--- src/hdl/tracker_pattern_channel_decoder_defines.svh ---
// Assertion helpers for the pattern decoder
`ifndef TRACKER_PATTERN_CHANNEL_DECODER_DEFINES_SVH
`define TRACKER_PATTERN_CHANNEL_DECODER_DEFINES_SVH
`ifndef SYNTHESIS
`define TPCD_ASSERT(lbl, clk, rstn, prop, msg) \
    lbl: assert property (@(posedge clk) disable iff (!rstn) prop) else $error(msg);
`define TPCD_ASSERT_RST(lbl, clk, prop, msg) \
    lbl: assert property (@(posedge clk) prop) else $error(msg);
`else
`define TPCD_ASSERT(lbl, clk, rstn, prop, msg)
`define TPCD_ASSERT_RST(lbl, clk, prop, msg)
`endif
`endif

--- src/hdl/tpcd_pkg.sv ---
package tpcd_pkg;
    localparam int EFFECT_STACK_DEPTH_DEF = 16;
    localparam int SAMPLE_COUNT_DEF = 32;

    typedef enum logic [4:0] {
        EV_NOENV = 5'd0, EV_ENV = 5'd1, EV_ORN = 5'd2, EV_SMP = 5'd3, EV_NOISE = 5'd4,
        EV_NOTE = 5'd5, EV_REST = 5'd6, EV_VOL = 5'd7, EV_GLIDE = 5'd8,
        EV_NOTEGLIDE = 5'd9, EV_SMPOFF = 5'd10, EV_ORNOFF = 5'd11, EV_VIB = 5'd12,
        EV_ENVSLIDE = 5'd13, EV_TEMPO = 5'd14, EV_ROWEND = 5'd15, EV_OVERFLOW = 5'd16
    } event_t;

    typedef enum logic [2:0] {
        PH_CMD, PH_ENVHI_SMP, PH_ENVLO_SMP, PH_ENVHI, PH_ENVLO, PH_SMP, PH_PERIOD,
        PH_PARAM
    } phase_t;

    typedef struct packed {
        event_t      ev;
        logic [7:0]  sv;
        logic [15:0] wv;
        logic [15:0] st;
    } result_t;

    // controller -> datapath
    typedef struct packed {
        logic load;   // process latched byte
        logic pop;    // scan one stack entry
        logic take;   // queue head moved to the output register
    } dp_cmd_t;

    // datapath -> controller
    typedef struct packed {
        logic    busy;    // pop scan in progress
        logic    emit;    // a result is presented
        logic    emit_last;
        result_t res;
    } dp_stat_t;

    function automatic logic has_params(input logic [3:0] c);
        return (c >= 4'd1 && c <= 4'd5) || c == 4'd8 || c == 4'd9;
    endfunction
endpackage

--- src/hdl/tpcd_datapath.sv ---
module tpcd_datapath
    import tpcd_pkg::*;
#(
    parameter int EFFECT_STACK_DEPTH = EFFECT_STACK_DEPTH_DEF,
    parameter int SAMPLE_COUNT = SAMPLE_COUNT_DEF
) (
    input  logic       aclk,
    input  logic       aresetn,
    input  dp_cmd_t    cmd,
    input  logic [7:0] byte_in,
    output dp_stat_t   stat
);
    localparam int AW = (EFFECT_STACK_DEPTH > 1) ? $clog2(EFFECT_STACK_DEPTH) : 1;
    localparam int CW = $clog2(EFFECT_STACK_DEPTH + 1);
    localparam logic [8:0] SMP_LIM = 9'(2 * SAMPLE_COUNT);
    localparam logic [CW-1:0] DEPTH_C = CW'(EFFECT_STACK_DEPTH);

    logic [3:0] stack_mem [EFFECT_STACK_DEPTH];
    logic [3:0] top_reg;  // registered read of top entry

    phase_t      phase_reg, phase_next;
    logic [CW-1:0] count_reg, count_next;
    logic [2:0]  idx_reg, idx_next;
    logic [7:0]  per_reg, per_next, row_reg, row_next, note_reg, note_next;
    logic        held_reg, held_next;
    logic [15:0] w1_reg, w1_next, w2_reg, w2_next;
    logic        busy_reg, busy_next;
    // up to three results queued: shift out one per cycle while the output register is free
    result_t     q_reg [3];
    result_t     q_next [3];
    logic [1:0]  qn_reg, qn_next;
    logic        push_en;
    logic [AW-1:0] push_addr, rd_addr;
    logic [CW-1:0] rd_cnt;

    always_comb begin
        rd_cnt = count_next - CW'(1);
        rd_addr = AW'(rd_cnt);
        push_addr = AW'(count_reg);
    end

    always_ff @(posedge aclk) begin
        if (push_en) stack_mem[push_addr] <= byte_in[3:0];
        top_reg <= (push_en && push_addr == rd_addr) ? byte_in[3:0] : stack_mem[rd_addr];
    end

    always_comb begin
        result_t r;
        logic finish, done;
        logic [15:0] w1v, w2v;
        phase_next = phase_reg; count_next = count_reg; idx_next = idx_reg;
        per_next = per_reg; row_next = row_reg; note_next = note_reg;
        held_next = held_reg; w1_next = w1_reg; w2_next = w2_reg;
        busy_next = 1'b0; push_en = 1'b0; finish = 1'b0; done = 1'b0;
        q_next = q_reg;
        qn_next = qn_reg;
        r = '0;
        w1v = w1_reg; w2v = w2_reg;
        if (cmd.pop) begin
            // top_reg holds entry count_reg-1
            if (count_reg == '0) finish = 1'b1;
            else if (has_params(top_reg)) begin
                phase_next = PH_PARAM; idx_next = '0;
            end else begin
                count_next = count_reg - CW'(1); busy_next = 1'b1;
            end
        end else if (cmd.load) begin
            unique case (phase_reg)
                PH_ENVHI_SMP, PH_ENVHI: begin
                    w1_next = {byte_in, 8'h00};
                    phase_next = (phase_reg == PH_ENVHI_SMP) ? PH_ENVLO_SMP : PH_ENVLO;
                end
                PH_ENVLO_SMP, PH_ENVLO: begin
                    w1_next = {w1_reg[15:8], byte_in};
                    r.ev = EV_ENV; r.sv = per_reg; r.wv = w1_next;
                    q_next[0] = r; qn_next = 2'd1;
                    phase_next = (phase_reg == PH_ENVLO_SMP) ? PH_SMP : PH_CMD;
                end
                PH_SMP: begin
                    r.ev = EV_SMP;
                    r.sv = ({1'b0, byte_in} < SMP_LIM && !byte_in[0]) ?
                           {1'b0, byte_in[7:1]} : 8'd0;
                    q_next[0] = r; qn_next = 2'd1; phase_next = PH_CMD;
                end
                PH_PERIOD: begin
                    row_next = byte_in - 8'd1; phase_next = PH_CMD;
                end
                PH_PARAM: begin
                    if (count_reg == '0) finish = 1'b1;
                    else begin
                        if (idx_reg == 3'd0) per_next = byte_in;
                        else if (idx_reg == 3'd1) w1v = {8'h00, byte_in};
                        else if (idx_reg == 3'd2) w1v = {byte_in, w1_reg[7:0]};
                        else if (idx_reg == 3'd3) w2v = {8'h00, byte_in};
                        else w2v = {byte_in, w2_reg[7:0]};
                        w1_next = w1v; w2_next = w2v;
                        case (top_reg)
                            4'd1: if (idx_reg == 3'd2) begin
                                r.ev = EV_GLIDE; r.sv = per_reg; r.st = w1v; done = 1'b1;
                            end
                            4'd2: if (idx_reg == 3'd4) begin
                                r.ev = EV_NOTEGLIDE; r.sv = per_reg; r.wv = w1v;
                                r.st = w2v; done = 1'b1;
                            end
                            4'd3: begin r.ev = EV_SMPOFF; r.sv = byte_in; done = 1'b1; end
                            4'd4: begin r.ev = EV_ORNOFF; r.sv = byte_in; done = 1'b1; end
                            4'd5: if (idx_reg == 3'd1) begin
                                r.ev = EV_VIB; r.sv = per_reg; r.wv = {8'h00, byte_in};
                                done = 1'b1;
                            end
                            4'd8: if (idx_reg == 3'd2) begin
                                r.ev = EV_ENVSLIDE; r.sv = per_reg; r.st = w1v; done = 1'b1;
                            end
                            4'd9: begin r.ev = EV_TEMPO; r.sv = byte_in; done = 1'b1; end
                            default: done = 1'b1;
                        endcase
                        if (done) begin
                            if (top_reg == 4'd0 || top_reg == 4'd6 || top_reg == 4'd7 ||
                                top_reg >= 4'd10) qn_next = 2'd0;
                            else begin q_next[0] = r; qn_next = 2'd1; end
                            count_next = count_reg - CW'(1); idx_next = '0;
                            busy_next = 1'b1;
                        end else idx_next = idx_reg + 3'd1;
                    end
                end
                default: begin
                    phase_next = PH_CMD;
                    if (byte_in < 8'h10) begin
                        if (count_reg >= DEPTH_C) begin
                            r.ev = EV_OVERFLOW; r.sv = byte_in; q_next[0] = r; qn_next = 2'd1;
                        end else begin
                            push_en = 1'b1; count_next = count_reg + CW'(1);
                        end
                    end else if (byte_in == 8'h10) begin
                        r.ev = EV_NOENV; q_next[0] = r; qn_next = 2'd1; phase_next = PH_SMP;
                    end else if (byte_in < 8'h20) begin
                        per_next = byte_in - 8'h10; phase_next = PH_ENVHI_SMP;
                    end else if (byte_in >= 8'hB2 && byte_in <= 8'hBF) begin
                        per_next = byte_in - 8'hB1; phase_next = PH_ENVHI;
                    end else if (byte_in >= 8'hF0) begin
                        r.ev = EV_NOENV; q_next[0] = r;
                        r.ev = EV_ORN; r.sv = byte_in - 8'hF0; q_next[1] = r;
                        qn_next = 2'd2; phase_next = PH_SMP;
                    end else if (byte_in < 8'h40) begin
                        r.ev = EV_NOISE; r.sv = byte_in - 8'h20; q_next[0] = r; qn_next = 2'd1;
                    end else if (byte_in < 8'h50) begin
                        r.ev = EV_ORN; r.sv = byte_in - 8'h40; q_next[0] = r; qn_next = 2'd1;
                    end else if (byte_in < 8'hB0) begin
                        note_next = byte_in - 8'h50; held_next = 1'b1; busy_next = 1'b1;
                    end else if (byte_in == 8'hB0) begin
                        r.ev = EV_NOENV; q_next[0] = r; qn_next = 2'd1;
                    end else if (byte_in == 8'hB1) begin
                        phase_next = PH_PERIOD;
                    end else if (byte_in == 8'hC0) begin
                        r.ev = EV_REST; q_next[0] = r; qn_next = 2'd1; busy_next = 1'b1;
                    end else if (byte_in < 8'hD0) begin
                        r.ev = EV_VOL; r.sv = byte_in - 8'hC0; q_next[0] = r; qn_next = 2'd1;
                    end else if (byte_in == 8'hD0) begin
                        busy_next = 1'b1;
                    end else begin
                        r.ev = EV_SMP; r.sv = byte_in - 8'hD0; q_next[0] = r; qn_next = 2'd1;
                    end
                end
            endcase
        end else if (cmd.take) begin
            q_next[0] = q_reg[1]; q_next[1] = q_reg[2]; qn_next = qn_reg - 2'd1;
        end
        if (finish) begin
            r = '0;
            if (held_reg) begin
                r.ev = EV_NOTE; r.sv = note_reg; q_next[qn_reg] = r;
                r.ev = EV_ROWEND; r.sv = row_reg; q_next[qn_reg + 2'd1] = r;
                qn_next = qn_reg + 2'd2;
            end else begin
                r.ev = EV_ROWEND; r.sv = row_reg; q_next[qn_reg] = r;
                qn_next = qn_reg + 2'd1;
            end
            held_next = 1'b0; note_next = '0; idx_next = '0; phase_next = PH_CMD;
        end
    end

    always_ff @(posedge aclk) begin
        if (!aresetn) begin
            phase_reg <= PH_CMD; count_reg <= '0; idx_reg <= '0; per_reg <= '0;
            row_reg <= '0; note_reg <= '0; held_reg <= 1'b0; w1_reg <= '0;
            w2_reg <= '0; busy_reg <= 1'b0; qn_reg <= '0;
        end else begin
            phase_reg <= phase_next; count_reg <= count_next; idx_reg <= idx_next;
            per_reg <= per_next; row_reg <= row_next; note_reg <= note_next;
            held_reg <= held_next; w1_reg <= w1_next; w2_reg <= w2_next;
            busy_reg <= busy_next; qn_reg <= qn_next;
        end
        for (int i = 0; i < 3; i++) q_reg[i] <= q_next[i];
    end

    assign stat.busy = busy_reg;
    assign stat.emit = (qn_reg != '0);
    assign stat.emit_last = (qn_reg == 2'd1);
    assign stat.res = q_reg[0];
endmodule

--- src/hdl/tpcd_ctrl.sv ---
`include "tracker_pattern_channel_decoder_defines.svh"
module tpcd_ctrl
    import tpcd_pkg::*;
(
    input  logic        aclk,
    input  logic        aresetn,
    input  logic        s_axis_tvalid,
    output logic        s_axis_tready,
    input  logic [7:0]  s_axis_tdata,
    output logic        m_axis_tvalid,
    input  logic        m_axis_tready,
    output logic [47:0] m_axis_tdata,
    output logic        m_axis_tlast,
    output dp_cmd_t     cmd,
    output logic [7:0]  byte_out,
    input  dp_stat_t    stat
);
    typedef enum logic [1:0] {ST_IDLE, ST_WORK, ST_OUT} state_t;
    state_t state_reg;
    logic [7:0] byte_reg;
    logic [47:0] data_reg;
    logic last_reg, valid_reg;
    logic take;

    // queue head moves into the output register when that register is free
    assign take = (state_reg == ST_OUT) && !stat.busy && stat.emit &&
                  (!valid_reg || m_axis_tready);

    assign s_axis_tready = (state_reg == ST_IDLE);
    assign cmd.load = (state_reg == ST_WORK) && !stat.busy;
    // after load, datapath reports busy for scans; keep popping
    assign cmd.pop = (state_reg == ST_OUT) && stat.busy;
    assign cmd.take = take;
    assign byte_out = byte_reg;
    assign m_axis_tvalid = valid_reg;
    assign m_axis_tdata = data_reg;
    assign m_axis_tlast = last_reg;

    always_ff @(posedge aclk) begin
        if (!aresetn) begin
            state_reg <= ST_IDLE;
            valid_reg <= 1'b0;
        end else begin
            if (take) begin
                valid_reg <= 1'b1;
                data_reg <= {3'b000, stat.res.st, stat.res.wv, stat.res.sv, stat.res.ev};
                last_reg <= stat.emit_last;
            end else if (m_axis_tready) begin
                valid_reg <= 1'b0;
            end
            unique case (state_reg)
                ST_IDLE: if (s_axis_tvalid) begin
                    byte_reg <= s_axis_tdata;
                    state_reg <= ST_WORK;
                end
                ST_WORK: state_reg <= ST_OUT;
                ST_OUT: if (!stat.busy && !stat.emit) state_reg <= ST_IDLE;
                default: state_reg <= ST_IDLE;
            endcase
        end
    end

    `TPCD_ASSERT(a_no_accept_busy, aclk, aresetn, (state_reg != ST_IDLE) |-> !s_axis_tready, "accept while busy")
    `TPCD_ASSERT(a_out_hold, aclk, aresetn, (m_axis_tvalid && !m_axis_tready) |=> m_axis_tvalid, "output dropped")
    `TPCD_ASSERT(a_no_load_pop, aclk, aresetn, !(cmd.load && cmd.pop), "load and pop together")
endmodule

--- src/hdl/tracker_pattern_channel_decoder.sv ---
// channel  dir  handshake                 payload
// s_axis   in   s_axis_tvalid/tready      tdata[7:0] data_byte
// m_axis   out  m_axis_tvalid/tready      tdata: event_res, small_value, wide_value,
//                                         step_value; tlast = last
// After a request is accepted the byte is loaded (ST_WORK); then in ST_OUT each result
// is moved out and, after a row terminator or a completed effect, each stack entry is
// scanned (each parameterless code popped and the final check) before the next accept.
// Reset: aresetn synchronous, active low; clears phase, stack count, held note.
// A stalled result holds the output register and the queue behind it; input waits
// until the queue is empty, so the last result may still wait at the next accept.
module tracker_pattern_channel_decoder
    import tpcd_pkg::*;
#(
    parameter int EFFECT_STACK_DEPTH = EFFECT_STACK_DEPTH_DEF,
    parameter int SAMPLE_COUNT = SAMPLE_COUNT_DEF
) (
    input  logic        aclk,
    input  logic        aresetn,
    input  logic        s_axis_tvalid,
    output logic        s_axis_tready,
    input  logic [7:0]  s_axis_tdata,   // data_byte
    output logic        m_axis_tvalid,
    input  logic        m_axis_tready,
    output logic [47:0] m_axis_tdata,   // event_res[4:0], small_value, wide_value, step_value
    output logic        m_axis_tlast    // last
);
    dp_cmd_t cmd;
    dp_stat_t stat;
    logic [7:0] byte_w;

    tpcd_ctrl u_ctrl (
        .aclk, .aresetn, .s_axis_tvalid, .s_axis_tready, .s_axis_tdata,
        .m_axis_tvalid, .m_axis_tready, .m_axis_tdata, .m_axis_tlast,
        .cmd, .byte_out(byte_w), .stat
    );

    tpcd_datapath #(
        .EFFECT_STACK_DEPTH(EFFECT_STACK_DEPTH), .SAMPLE_COUNT(SAMPLE_COUNT)
    ) u_dp (
        .aclk, .aresetn, .cmd, .byte_in(byte_w), .stat
    );
endmodule

--- config.mk ---
export PLATFORM = sky130hd
export DESIGN_NAME = tracker_pattern_channel_decoder
export DESIGN_NICKNAME = d
export VERILOG_FILES = /design/src/hdl/tpcd_pkg.sv /design/src/hdl/tpcd_datapath.sv /design/src/hdl/tpcd_ctrl.sv /design/src/hdl/tracker_pattern_channel_decoder.sv
export VERILOG_INCLUDE_DIRS = /design/src /design/src/hdl
export SDC_FILE = /design/constraint.sdc
export NUM_CORES = 1
export LEC_CHECK = 0
export CAP_MARGIN = 20
export CORE_ASPECT_RATIO = 0.7
export CORE_UTILIZATION = 57
export CTS_CLUSTER_DIAMETER = 150
export CTS_CLUSTER_SIZE = 40
export DETAILED_ROUTE_END_ITERATION = 16
export DONT_BUFFER_PORTS = 1
export PLACE_DENSITY = 0.75
export SLEW_MARGIN = 20
export SYNTH_ARGS = -nofsm -noshare
export SYNTH_HDL_FRONTEND = slang
export SYNTH_HIERARCHICAL = 1
export SYNTH_SLANG_ARGS = --single-unit
--- constraint.sdc ---
create_clock -name aclk -period 4.9 [get_ports aclk]
set_clock_uncertainty 0.2 [all_clocks]
set_input_delay 0.98 -clock aclk [delete_from_list [all_inputs] [get_ports aclk]]
set_output_delay 0.98 -clock aclk [all_outputs]
set_load 0.02 [all_outputs]
==> impl_metrics.env <==
export IMPL_regArea_um2=8260
export IMPL_largest_reg_flops=82
export IMPL_cp_start_kind="register"
export IMPL_finalHoldViolations=0
export IMPL_yosys_area_share_simple_pct=14.2
export IMPL_critPathSlowestCell="or4_4"
export IMPL_synth_cell_types=81
export IMPL_floorplan_initialDensity_pct=58.3
export IMPL_synth_fa_ha_area_share_pct=2.57
export IMPL_ir_worst_vdd_mv=0.229
export IMPL_num_rows=52
export IMPL_crit_chain="mux4_2, mux2_2, mux2i_2, buf_4, a21o_1, a21oi_1, or4_4, nand3_2, buf_4, and2_1, o21ai_1, a2111oi_0"
export IMPL_cts_resized=0
export IMPL_io_buffer_count=0
export IMPL_clock_latency_ns=0.53
export IMPL_syn_avg_cell_area_um2=9.66
export IMPL_wl_per_cell_um=24.1
export IMPL_switchingPower_mw=1.79
export IMPL_synth_seq_area_share_pct=48.7
export IMPL_cp_end_kind="register"
export IMPL_max_slew_worst_pin_slew_ns=1.06
export IMPL_first_pass_iters=8
export IMPL_cts_buffers=12
export IMPL_gp_congestion=0.960
export IMPL_drive_gt1_share_pct=8.05
export IMPL_path_class="reg -> reg"
export IMPL_grt_max_degree=53
export IMPL_power_density_nw_per_um2=340
export IMPL_clock_sinks=331
export IMPL_setup_violations=0
export IMPL_synth_top_family_by_area="compound AO/OA/AOI/OAI gates"
export IMPL_yosysMostFrequentCell="nand2_1"
export IMPL_rsz0062_at_grt="false"
export IMPL_switching_share_pct=30.3
export IMPL_multi_input_area_um2=7710
export IMPL_htreeDepth=1
export IMPL_ys_top_cells_by_area="edfxtp_1 29%, dfxtp_1 20%, a21oi_1 4.4%"
export IMPL_fin_crit_sh_pct=94.6
export IMPL_antenna_found_initial=1
export IMPL_antenna_left=0
export IMPL_grt_pass1_wl_um=75300
export IMPL_p_comb_share_pct=17.8
export IMPL_internal_power_mw=4.12
export IMPL_fin_crit_ns=4.63
export IMPL_vias=14100
export IMPL_synth_compound_area_share_pct=22.4
export IMPL_overflow=0
export IMPL_setup_tns_ns=0
export IMPL_io_pins=63
export IMPL_fillCellCount=2451
export IMPL_synth_ff_type="dfxtp_1"
export IMPL_p_leak_nw=5.80
export IMPL_cts_root_buf="clkbuf_16"
export IMPL_gr_usage_all_layers_pct=31.6
export IMPL_yosys_register_bits=331
export IMPL_clk_pin_slew_worst_paths_ns=0.15
export IMPL_critPathMaxStageDelay_ns=0.73
export IMPL_syn_inst=1755
export IMPL_synth_area_um2=17000
export IMPL_grt_pass1_vias=13100
export IMPL_clockBufferDepth=3
export IMPL_final_core_util_pct=59.7
export IMPL_coreArea_um2=29100
export IMPL_min_path_type="reg -> reg"
export IMPL_synth_edf_count=163
export IMPL_routed_wl_um=48900
export IMPL_ys_top_cells_by_count="183 x nand2_1, 168 x dfxtp_1, 163 x edfxtp_1, 148 x a21oi_1, 144 x nor2_1"
export IMPL_dp_hpwl_um=34200
export IMPL_synth_top_area_share_pct=28.9
export IMPL_dieArea_um2=30500
export IMPL_fmax_mhz=216
export IMPL_cp_top_family="simple AND/OR/NAND/NOR gates"
export IMPL_drcViolationCount=0
export IMPL_seq_power_share_pct=59.1
export IMPL_yosysTopAreaCell="edfxtp_1"
export IMPL_cts_tree="built"
export IMPL_synth_xor_area_share_pct=0.981
export IMPL_crit_path_max_fanout=22
export IMPL_fin_nets=1693
export IMPL_post_cts_setup_buffer_count=0
export IMPL_slew_headroom_pct=29.3
export IMPL_worstPathRequired_ns=5.09
export IMPL_async_reset_ff_share_pct=0
export IMPL_dieWidth_um=208
export IMPL_worstPathBufferInverterCount=2
export IMPL_drtIter0Drc=1954
export IMPL_ctsHoldBuffers=0
export IMPL_pwr_share_clk_pct=23.1
export IMPL_path_common_cell="buf_4"
export IMPL_crit_arrival_ns=4.83
export IMPL_maxCapViolations=0
export IMPL_syn2layout_area_growth_pct=2.42
export IMPL_dieHeight_um=146
export IMPL_slew_violations=0
export IMPL_yosys_mux_area_fraction_pct=5.01
export IMPL_status="complete, no violations"
export IMPL_ys_warnings_count=6
export IMPL_avgViaCountPerCell=6.93
[area by class of cell]
| cell class | count | share of cell area, % |
|---|---|---|
| Multi-Input combinational cell | 1215 | 44.4 |
| Tap cell | 378 | 2.72 |
| Clock inverter | 1 | 0.173 |
| Clock buffer | 19 | 2.00 |
| Timing Repair Buffer | 59 | 2.55 |
| Inverter | 28 | 0.605 |
| Antenna cell | 1 | 0.0144 |
| Sequential cell | 331 | 47.5 |
[power groups by stage]
| stage | clock network [mW] | registers (mW) | logic [mW] |
|---|---|---|---|
| after floorplan | 0 | 3.39 | 0.953 |
| after global placement | 0 | 3.54 | 0.981 |
| after detailed placement | 0 | 3.54 | 1.01 |
| after CTS | 1.38 | 3.48 | 1.02 |
| after global routing | 1.46 | 3.51 | 1.14 |
| final | 1.36 | 3.49 | 1.05 |
[stage by stage]
| stage | hold slack (ns) | instance area (um2) | instances | power (mW) | setup WS [ns] |
|---|---|---|---|---|---|
| after floorplan | 0.233 | 17000 | 1757 | 4.35 | 0.873 |
| after global placement | 0.221 | 17000 | 2011 | 4.52 | 0.383 |
| after detailed placement | 0.225 | 17000 | 2011 | 4.56 | 0.244 |
| after CTS | 0.257 | 17400 | 2031 | 5.87 | 0.186 |
| after global routing | 0.279 | 17400 | 2031 | 6.11 | 0.0758 |
| final | 0.257 | 17400 | 2032 | 5.91 | 0.266 |
[per-layer routing]
metal | vias to the layer above | GRT usage (%) | part of all wire (%) | wire [um]
li1 | 6311 | - | - | -
met1 | 6725 | 46.0 | 42 | 20400
met2 | 905 | 46.4 | 43 | 20800
met3 | 132 | 7.87 | 13 | 6130
met4 | 0 | 9.04 | 3.2 | 1570
met5 | - | 0 | 0 | 0
[kinds of logic (layout without fill, tap and decap cells)]
| family | Yosys count | count (layout) |
|---|---|---|
| compound gates | 570 | 570 |
| xor+xnor | 19 | 19 |
| fa+ha+maj | 35 | 35 |
| buf+inv | 211 | 107 |
| flops | 331 | 331 |
| mux | 66 | 66 |
| other cells | 1 | 4 |
| simple gates | 522 | 522 |
[cell usage in the layout (no fill, tap or decap), drive strengths merged, types with 42 or more instances in the layout]
cell type,synthesis,routed
o21ai,97,97
buf,71,59
dfxtp,168,168
nor3,46,46
nand2,183,183
o22ai,59,59
and2,50,50
nor2,144,144
mux2i,42,42
a21oi,148,148
edfxtp,163,163
[path summary, 6_finish.rpt]
path	start	end	slack, ns	cells past startpoint
worst max-delay path	register	u_dp/stat[27]$_DFF_P_	0.27	12
worst min-delay path	u_dp/stat[17]$_DFF_P_	u_ctrl/m_axis_tdata[14]$_DFFE_PP_	0.26	0
worst max register to register	register	u_dp/stat[27]$_DFF_P_	0.27	12
worst min register to register	u_dp/stat[17]$_DFF_P_	u_ctrl/m_axis_tdata[14]$_DFFE_PP_	0.26	0
No activity file was read; power rests on OpenSTA's default activity.
